`config.mk`:
```
export PLATFORM = sky130hd
export DESIGN_NAME = midi_cc_mapping_table_with_learn
export DESIGN_NICKNAME = d
export VERILOG_FILES = /design/src/design/mcct_pkg.sv /design/src/design/midi_cc_mapping_table_with_learn.sv /design/src/design/mcct_cell.sv
export SDC_FILE = /design/constraint.sdc
export NUM_CORES = 2
export LEC_CHECK = 0
export BUFFER_PORTS_ARGS = -buffer_cell sky130_fd_sc_hd__clkbuf_2
export CAP_MARGIN = 25
export CORE_MARGIN = 3
export CORE_UTILIZATION = 30
export DETAILED_ROUTE_END_ITERATION = 10
export PLACE_DENSITY = 0.41
export SYNTH_ARGS = -nofsm -noshare
export SYNTH_HDL_FRONTEND = slang
export SYNTH_HIERARCHICAL = 1
export SYNTH_SLANG_ARGS = --single-unit
```
`constraint.sdc`:
```
create_clock -name clk -period 12.5 [get_ports clk]
set_clock_uncertainty 0.1 [all_clocks]
set_input_delay 0.625 -clock clk [delete_from_list [all_inputs] [get_ports clk]]
set_output_delay 0.625 -clock clk [all_outputs]
set_load 0.05 [all_outputs]
```
`src/design/mcct_pkg.sv`:
```
// ----------------------------------------------------------------------------
// mcct_pkg
// shared types and codes for the controller mapping table
// ----------------------------------------------------------------------------
`default_nettype none
package mcct_pkg;

  typedef enum logic [2:0] {
    OP_ADD     = 3'd0,
    OP_REMOVE  = 3'd1,
    OP_CLEAR   = 3'd2,
    OP_CONVERT = 3'd3,
    OP_LMODE   = 3'd4,
    OP_LTARGET = 3'd5,
    OP_LEARN   = 3'd6,
    OP_NONE    = 3'd7
  } op_t;

  localparam logic [1:0] ST_OK        = 2'd0;
  localparam logic [1:0] ST_NOT_FOUND = 2'd1;
  localparam logic [1:0] ST_FULL      = 2'd2;
  localparam logic [1:0] ST_IGNORED   = 2'd3;

  localparam logic signed [15:0] LEARN_MAX_RESET = 16'sd16384;

  // command broadcast to every cell of the chain
  typedef struct packed {
    logic        wr;
    logic        rm;
    logic        clr;
    logic [3:0]  ch;
    logic [6:0]  ctl;
    logic [31:0] idx;
    logic [15:0] lo;
    logic [15:0] hi;
    logic        tg;
  } cmd_t;

  // lookup result handed along the chain
  typedef struct packed {
    logic        hit;
    logic        free;
    logic [31:0] idx;
    logic [15:0] lo;
    logic [15:0] hi;
    logic        tg;
  } look_t;

endpackage
`default_nettype wire

```
`src/design/midi_cc_mapping_table_with_learn.sv`:
```
// ----------------------------------------------------------------------------
// midi_cc_mapping_table_with_learn
// controller mapping table with learn mode, built as a chain of entry cells
// ----------------------------------------------------------------------------
// after start an item passes the lookup, multiply and scale steps before the result strobe
// a new item is taken only in idle; busy is high through the lookup, multiply and output states
// the chain lookup and the multiply/divide-by-127 steps make up this work
// synchronous reset empties the table and clears learn state
// the receiver cannot stall; each result is shown for one cycle
`default_nettype none
module midi_cc_mapping_table_with_learn
  import mcct_pkg::*;
#(
  parameter int TABLE_DEPTH = 16,
  parameter int INDEX_WIDTH = 16
) (
  input  wire logic               clk,
  input  wire logic               rst,
  input  wire logic               start,
  output logic                    busy,
  input  wire logic [2:0]         op,
  input  wire logic [7:0]         status_byte,
  input  wire logic [6:0]         data_one,
  input  wire logic [6:0]         data_two,
  input  wire logic [3:0]         map_channel,
  input  wire logic [6:0]         map_controller,
  input  wire logic [15:0]        param_index,
  input  wire logic signed [15:0] min_value,
  input  wire logic signed [15:0] max_value,
  input  wire logic               toggle,
  input  wire logic               enable,
  output logic                    done,
  output logic [1:0]              result_status,
  output logic [15:0]             out_param_index,
  output logic signed [15:0]      out_value,
  output logic                    learn_active
);

  typedef enum logic [3:0] {
    S_IDLE = 4'b0001,
    S_LOOK = 4'b0010,
    S_MUL  = 4'b0100,
    S_OUT  = 4'b1000
  } state_t;

  state_t state;

  // latched item
  op_t         op_q;
  logic [3:0]  key_ch;
  logic [6:0]  key_ctl;
  logic [6:0]  d2_q;
  logic        cc_q;
  logic [31:0] pidx_q;
  logic [15:0] lo_q, hi_q;
  logic        tg_q, en_q;

  // learn state
  logic              learn_en, lt_set, lt_tg;
  logic [INDEX_WIDTH-1:0] lt_idx;
  logic [15:0]       lt_min, lt_max;

  // chain
  cmd_t  cmd;
  look_t chain [TABLE_DEPTH+1];
  logic  [TABLE_DEPTH-1:0] free_v;
  logic  learn_ok, do_wr;

  assign busy = (state != S_IDLE);
  assign learn_ok = learn_en && lt_set && cc_q;
  assign do_wr = (op_q == OP_ADD) || (op_q == OP_LEARN && learn_ok);

  // command to cells, only in lookup cycle
  always_comb begin
    cmd = '0;
    cmd.ch  = key_ch;
    cmd.ctl = key_ctl;
    if (op_q == OP_LEARN) begin
      cmd.idx = 32'(lt_idx);
      cmd.lo  = lt_min;
      cmd.hi  = lt_max;
      cmd.tg  = lt_tg;
    end else begin
      cmd.idx = pidx_q;
      cmd.lo  = lo_q;
      cmd.hi  = hi_q;
      cmd.tg  = tg_q;
    end
    if (state == S_LOOK) begin
      cmd.wr  = do_wr;
      cmd.rm  = (op_q == OP_REMOVE);
      cmd.clr = (op_q == OP_CLEAR);
    end
  end

  assign chain[0] = '0;

  // row of entry cells
  genvar g;
  generate
    for (g = 0; g < TABLE_DEPTH; g++) begin : g_cell
      mcct_cell u_cell (
        .clk       (clk),
        .rst       (rst),
        .cmd       (cmd),
        .take_free (free_v[g] && !chain[TABLE_DEPTH].hit),
        .prev      (chain[g]),
        .next      (chain[g+1]),
        .free_here (free_v[g])
      );
    end
  endgenerate

  // registered lookup and arithmetic
  logic        hit_r, tg_r;
  logic [31:0] idx_r;
  logic signed [15:0] lo_r, hi_r;
  logic [1:0]  res_r;
  logic signed [23:0] prod;
  logic [23:0] mag;
  logic [15:0] q;
  logic signed [16:0] diff;
  logic signed [16:0] sum;

  assign diff = 17'(hi_r) - 17'(lo_r);

  // magnitude divided by 127 with rounding: multiply by ceil(2^30/127), shift by 30
  assign q = 16'(((48'(mag) + 48'd63) * 48'd8454661) >> 30);
  assign sum = 17'(lo_r) + (prod[23] ? -17'(q) : 17'(q));

  // control and datapath
  always_ff @(posedge clk) begin
    if (rst) begin
      state    <= S_IDLE;
      done     <= 1'b0;
      learn_en <= 1'b0;
      lt_set   <= 1'b0;
      lt_idx   <= '0;
      lt_min   <= '0;
      lt_max   <= LEARN_MAX_RESET;
      lt_tg    <= 1'b0;
    end else begin
      done <= 1'b0;
      case (state)
        S_IDLE: begin
          if (start) begin
            op_q    <= op_t'(op);
            d2_q    <= data_two;
            cc_q    <= (status_byte[7:4] == 4'hB);
            pidx_q  <= 32'(param_index[INDEX_WIDTH > 16 ? 15 : INDEX_WIDTH-1:0]);
            lo_q    <= min_value;
            hi_q    <= max_value;
            tg_q    <= toggle;
            en_q    <= enable;
            if (op == OP_CONVERT || op == OP_LEARN) begin
              key_ch  <= status_byte[3:0];
              key_ctl <= data_one;
            end else begin
              key_ch  <= map_channel;
              key_ctl <= map_controller;
            end
            state <= S_LOOK;
          end
        end
        S_LOOK: begin
          hit_r <= chain[TABLE_DEPTH].hit;
          idx_r <= chain[TABLE_DEPTH].idx;
          lo_r  <= chain[TABLE_DEPTH].lo;
          hi_r  <= chain[TABLE_DEPTH].hi;
          tg_r  <= chain[TABLE_DEPTH].tg;
          res_r <= ST_OK;
          case (op_q)
            OP_ADD: begin
              if (!chain[TABLE_DEPTH].hit && !chain[TABLE_DEPTH].free) res_r <= ST_FULL;
            end
            OP_REMOVE, OP_CONVERT: begin
              if (!chain[TABLE_DEPTH].hit) res_r <= ST_NOT_FOUND;
            end
            OP_LMODE: begin
              learn_en <= en_q;
              if (!en_q) lt_set <= 1'b0;
            end
            OP_LTARGET: begin
              lt_idx <= pidx_q[INDEX_WIDTH-1:0];
              lt_min <= lo_q;
              lt_max <= hi_q;
              lt_tg  <= tg_q;
              lt_set <= 1'b1;
            end
            OP_LEARN: begin
              if (!learn_ok) begin
                res_r <= ST_IGNORED;
              end else if (!chain[TABLE_DEPTH].hit && !chain[TABLE_DEPTH].free) begin
                res_r <= ST_FULL;
              end else begin
                learn_en <= 1'b0;
                lt_set   <= 1'b0;
              end
            end
            OP_CLEAR: ;
            default: res_r <= ST_IGNORED;
          endcase
          state <= S_MUL;
        end
        S_MUL: begin
          prod <= 24'(diff) * $signed({17'd0, d2_q});
          mag  <= 24'(diff[16] ? -diff : diff) * {17'd0, d2_q};
          state <= S_OUT;
        end
        S_OUT: begin
          done          <= 1'b1;
          result_status <= res_r;
          learn_active  <= learn_en;
          out_param_index <= '0;
          out_value     <= '0;
          if (op_q == OP_CONVERT && hit_r) begin
            out_param_index <= idx_r[15:0];
            if (!cc_q) out_value <= lo_r;
            else if (tg_r) out_value <= (d2_q != 7'd0) ? hi_r : lo_r;
            else out_value <= sum[15:0];
          end
          state <= S_IDLE;
        end
        default: state <= S_IDLE;
      endcase
    end
  end

endmodule
`default_nettype wire

```
`src/design/mcct_cell.sv`:
```
// ----------------------------------------------------------------------------
// mcct_cell
// one table entry: key compare, hit/free chaining, write, remove and clear on command
// ----------------------------------------------------------------------------
`default_nettype none
module mcct_cell
  import mcct_pkg::*;
(
  input  wire logic  clk,
  input  wire logic  rst,
  input  wire cmd_t  cmd,
  input  wire logic  take_free,
  input  wire look_t prev,
  output look_t      next,
  output logic       free_here
);

  logic        valid;
  logic [3:0]  ch;
  logic [6:0]  ctl;
  logic [31:0] idx;
  logic [15:0] lo;
  logic [15:0] hi;
  logic        tg;
  logic        match;

  assign match = valid && ch == cmd.ch && ctl == cmd.ctl;
  // first free slot: empty here and no free slot upstream
  assign free_here = !valid && !prev.free;

  // pass first match downstream and flag a free slot
  always_comb begin
    next = prev;
    if (!prev.hit && match) begin
      next.hit = 1'b1;
      next.idx = idx;
      next.lo  = lo;
      next.hi  = hi;
      next.tg  = tg;
    end
    if (!valid) next.free = 1'b1;
  end

  // valid bit
  always_ff @(posedge clk) begin
    if (rst || cmd.clr) begin
      valid <= 1'b0;
    end else if (cmd.rm && match) begin
      valid <= 1'b0;
    end else if (cmd.wr && (match || take_free)) begin
      valid <= 1'b1;
    end
  end

  // entry payload
  always_ff @(posedge clk) begin
    if (cmd.wr && (match || take_free)) begin
      ch  <= cmd.ch;
      ctl <= cmd.ctl;
      idx <= cmd.idx;
      lo  <= cmd.lo;
      hi  <= cmd.hi;
      tg  <= cmd.tg;
    end
  end

endmodule
`default_nettype wire
```
# Word-level counts from Yosys, hierarchy flattened
# Index checks and enable logic that the tools add are counted.
# totals
word_cells	480
out_inout_bits	37
register_bits	1239
# op_classes
bitwise_logic	1
n_mul	3
n_eq_ne	50
n_mux	69
n_reduce_logical	210
add_sub_neg	5
# ops
cell	count
49-bit 2-to-1 mux	17
1-bit logical AND	115
7-bit == test	16
4-bit == test	16
16-bit 2-to-1 mux	4
1-bit logical NOT	47
25-bit by 24-bit multiplier with 46-bit output, second input constant	1
1-bit 2-to-1 mux	37
2-bit OR reduction	17
24-bit by 6-bit adder with 25-bit output, second input constant	1
17-bit by 8-bit multiplier with 24-bit output	1
24-bit by 7-bit multiplier with 24-bit output	1
24-bit 2-to-1 mux	1
17-bit negator with 24-bit output	1
1-bit logical OR	19
16-bit by 16-bit subtractor with 17-bit output	1
16-bit adder	1
16-bit negator	1
3-bit == test, second input constant	4
4-bit one-hot mux with 3 select lines	1
3-bit by 2-bit == test with 1-bit output, second input constant	3
4-bit == test, second input constant	2
4-bit 2-to-1 mux	2
2-bit inequality test, second input constant	4
other kinds (21)	25

# Longest topological paths before layout
# logic_depth
depth_word	54
ltp_mapped	37

# Hierarchy
# The synthesis kept the hierarchy.
# modules_own_cells
mod	cells_each	area_each_um2	n_inst
mcct_cell	171	3273.1	16
midi_cc_mapping_table_with_learn	2299	23323.6	1

# Worst setup path after synthesis
# OpenSTA, ideal clock, no wires.
# synth_path
kind	register to register
startpoint	register key_ctl[4]
endpoint	register g_cell[10].u_cell.ch[0] (enable)
arrival_time_ns	8.425
slack_ns	3.535
path_stages_with_launch	23
setup_ns	0.440
synth_period_minus_slack_ns	8.965
required_ns	11.960
cell_sequence	edfxtp_1 > xnor2_1 > nand4_1 > nor3_1 > or2_2 > or2_2 > or2_2 > or2_2 > or2_2 > or2_2 > or2_2 > or2_2 > or2_2 > or2_2 > or2_2 > or2_2 > or2_2 > or2_2 > or2_2 > or2_2 > clkbuf_1 > nor2b_1 > o21a_1
# synth_lines
item	line_no	source
start: declaration	midi_cc_mapping_table_with_learn.sv:51	logic [6:0] key_ctl;
start signal: assignment	midi_cc_mapping_table_with_learn.sv:157	key_ctl <= data_one;
start signal: assignment	midi_cc_mapping_table_with_learn.sv:160	key_ctl <= map_controller;
end signal: assignment	mcct_cell.sv:58	ch <= cmd.ch;
end: declaration	mcct_cell.sv:19	logic [3:0] ch;

# Final worst setup path
# layout_path
startpoint	register mag[0]
endpoint	register out_value[14], data pin
# layout_between
elab_chain_len	7
# layout_rtl
item	line_no	source
start: declaration	midi_cc_mapping_table_with_learn.sv:120	logic [23:0] mag;
start signal: assignment	midi_cc_mapping_table_with_learn.sv:207	mag <= 24'(diff[16] ? -diff : diff) * {17'd0, d2_q};
24-bit by 6-bit adder with 25-bit output *	midi_cc_mapping_table_with_learn.sv:128	assign q = 16'(((48'(mag) + 48'd63) * 48'd8454661) >> 30);
25-bit by 24-bit multiplier with 46-bit output *	midi_cc_mapping_table_with_learn.sv:128	
16-bit negator	midi_cc_mapping_table_with_learn.sv:129	assign sum = 17'(lo_r) + (prod[23] ? -17'(q) : 17'(q));
16-bit 2-to-1 mux *	midi_cc_mapping_table_with_learn.sv:129	
16-bit adder *	midi_cc_mapping_table_with_learn.sv:129	
16-bit 2-to-1 mux *	midi_cc_mapping_table_with_learn.sv:219	else if (tg_r) out_value <= (d2_q != 7'd0) ? hi_r : lo_r;
16-bit 2-to-1 mux *	midi_cc_mapping_table_with_learn.sv:218	if (!cc_q) out_value <= lo_r;
end signal: assignment	midi_cc_mapping_table_with_learn.sv:218	
end signal: assignment	midi_cc_mapping_table_with_learn.sv:219	
end signal: assignment	midi_cc_mapping_table_with_learn.sv:220	else out_value <= sum[15:0];
end: declaration	midi_cc_mapping_table_with_learn.sv:35	output logic signed [15:0] out_value,
# Mark *: on every way between the ends. The rest lies on a longest branch, timed or not.
# A chain may end at the register's enable or synchronous reset.

==> impl_metrics.ini <==
[run_status]
status = finished clean

[clock_tree]
post_cts_buffers = 0
numCtsBuffers = 144
cts_tree = done
cts_root_buf = clkbuf_16
hold_buffers = 69
cts.sinks = 1216
htree_num_levels = 4
cts_buffer_depth = 3
clk_pin_slew_ns = 0.06
ctsResizeCount = 0
clk_latency_ns = 0.78

[routing]
avgViaCountPerCell = 4.68
dr.pass1.iters = 5
ant_nets = 0
first_iter_violations = 2345
vias = 36600
post_drt_wl_per_cell_um = 23.8
finalWirelength_um = 186000
drc = 0

[timing]
finalHoldViolCount = 0
slew_headroom_pct = 30.8
timing.final.crit_period_ns = 9.63
setup_slack_ns = 2.87
tightest_slew_ns = 1.04
rsz0062_at_grt = no
fin_crit_sh_pct = 77.0
finalMaxSlewViolations = 0
fmax_mhz = 104
fin_tns_setup_ns = 0
setup_viol = 0

[pwr]
power_density_nw_per_um2 = 130
p_leak_uw = 0.0265
power.ir.vdd_worst_mv = 0.142

[global_routing]
antenna_found_initial = 11
grt_max_degree = 56
overflow = 0
grt_pass1_wl_um = 273000
track_usage_pct = 16.7
grt_pass1_vias = 38600

[cells_and_area]
syn2layout_area_growth_pct = 14.6
final_nets = 5445
drive_gt1_share_pct = 16.0
final_core_util_pct = 34.6
instances_no_fill = 7810

[logic_synthesis]
synthCells = 4507
syn_area_um2 = 64900
yosysWarnings = 6
syn_avg_cell_area_um2 = 14.4

[floorplan]
row_count = 170
die_w_um = 471
fp.dieH_um = 471
ios = 126
core_um2 = 215000
start_util_pct = 30.2
fp.dieArea_um2 = 222000

[critical_path]
required_ns = 13.00
crit_type = flop to flop
cp-end-kind = flop
cp_max_fo = 5
cp_common_cell = ha_1
critPathMaxStageDelay_ns = 0.61
cp.arrival_ns = 10.13
start_kind = flop
slowest_stage = xnor2_1

[hold_path]
hold_path_class = input port to flop

[placed_design]
pre_cts_ws_ns = 2.83
port_buffers = 125
dp_cells = 7476
gp_congestion = 0.797
place.detailed.hpwl_um = 119000

[run]
max_cap_violations = 0
==> cells in the final DEF (no fill, tap or decap), types with 10 or more instances in the layout <==
cell	n
edfxtp_1	1144
mux2_1	560
mux2_2	287
ha_1	285
nand2_1	279
inv_1	263
xnor2_1	260
fa_1	218
clkbuf_16	146
a21oi_1	144
and2_1	135
clkbuf_2	124
buf_4	107
nor2_1	85
conb_1	74
dfxtp_1	72
dlygate4sd3_1	69
o21ai_0	64
nand4_1	54
clkbuf_1	52
xor2_1	42
nor3_1	40
nand3_1	37
nor2b_1	35
nand2b_1	31
and3_1	26
clkinv_1	25
a21o_1	23
or2_2	23
a2111oi_0	18
o21a_4	16
nor4_4	16
o211ai_1	14
clkinv_2	14
o21a_1	13
or3_1	12
o21bai_1	11
a211oi_1	11
a31oi_1	10
==> worst paths after layout <==
check | slack, ns | cells past startpoint | to | start
max | 2.87 | 33 | out_value[14] | mag[0]
min | 0.08 | 1 | hi_q[11] | max_value[11]
max reg2reg | 2.87 | 33 | out_value[14] | mag[0]
min reg2reg | 0.33 | 0 | result_status[0] | res_r[0]
==> stage by stage <==
step	power [uW]	cell area [um^2]	hold WS [ns]
floorplan	5420	65200	0.300
global placement	5740	69200	0.311
detailed placement	5740	69300	0.316
CTS	9840	74400	0.0000335
global route	10100	74400	0.0191
finish	9660	74400	0.0801
==> routing by layer <==
metal | routed length (um) | GRT usage [%] | share of wire [%]
met1 | 88700 | 23.3 | 48
met2 | 87800 | 27.6 | 47
met3 | 5890 | 2.36 | 3.2
met4 | 3540 | 3.65 | 1.9
met5 | 0 | 0 | 0
==> report_power, final <==
group	internal (uW)	switching [uW]
clock network	2280	1730
registers	4500	11.7
logic	506	629
==> critical path, delay by kind of cell, from the launching register on <==
kind,cells,cell delay (ns)
buf+inv,1,0.11
mux,1,0.34
flops,1,0.42
compound gates,15,3.63
simple gates,6,0.88
xor+xnor,2,1.04
fa+ha+maj,8,2.97
==> flip-flops by register name, indices dropped and copies added (netlist names), 7 cells and up <==
| name | flops |
|---|---|
| lt_min | 16 |
| hi_r | 16 |
| idx_r | 16 |
| out_value | 16 |
| pidx_q | 16 |
| g_cell.u_cell/idx | 256 |
| d2_q | 7 |
| g_cell.u_cell/ch | 64 |
| hi_q | 16 |
| g_cell.u_cell/lo | 256 |
| lo_r | 16 |
| mag | 24 |
| g_cell.u_cell/tg | 16 |
| g_cell.u_cell/valid | 16 |
| out_param_index | 16 |
| lt_max | 16 |
| lo_q | 16 |
| g_cell.u_cell/ctl | 112 |
| g_cell.u_cell/hi | 256 |
| key_ctl | 7 |
| lt_idx | 16 |
==> final cells by class <==
class	count	area [um^2]
fill	20900	140000
multi-input combinational	2926	27500
sequential	1216	35800
tap	2838	3550
clock buffer	202	3900
clock inverter	58	542
antenna	5	12.5
inverter	263	987
timing repair buffer	302	2150
Power figures use the tool's default switching activity.
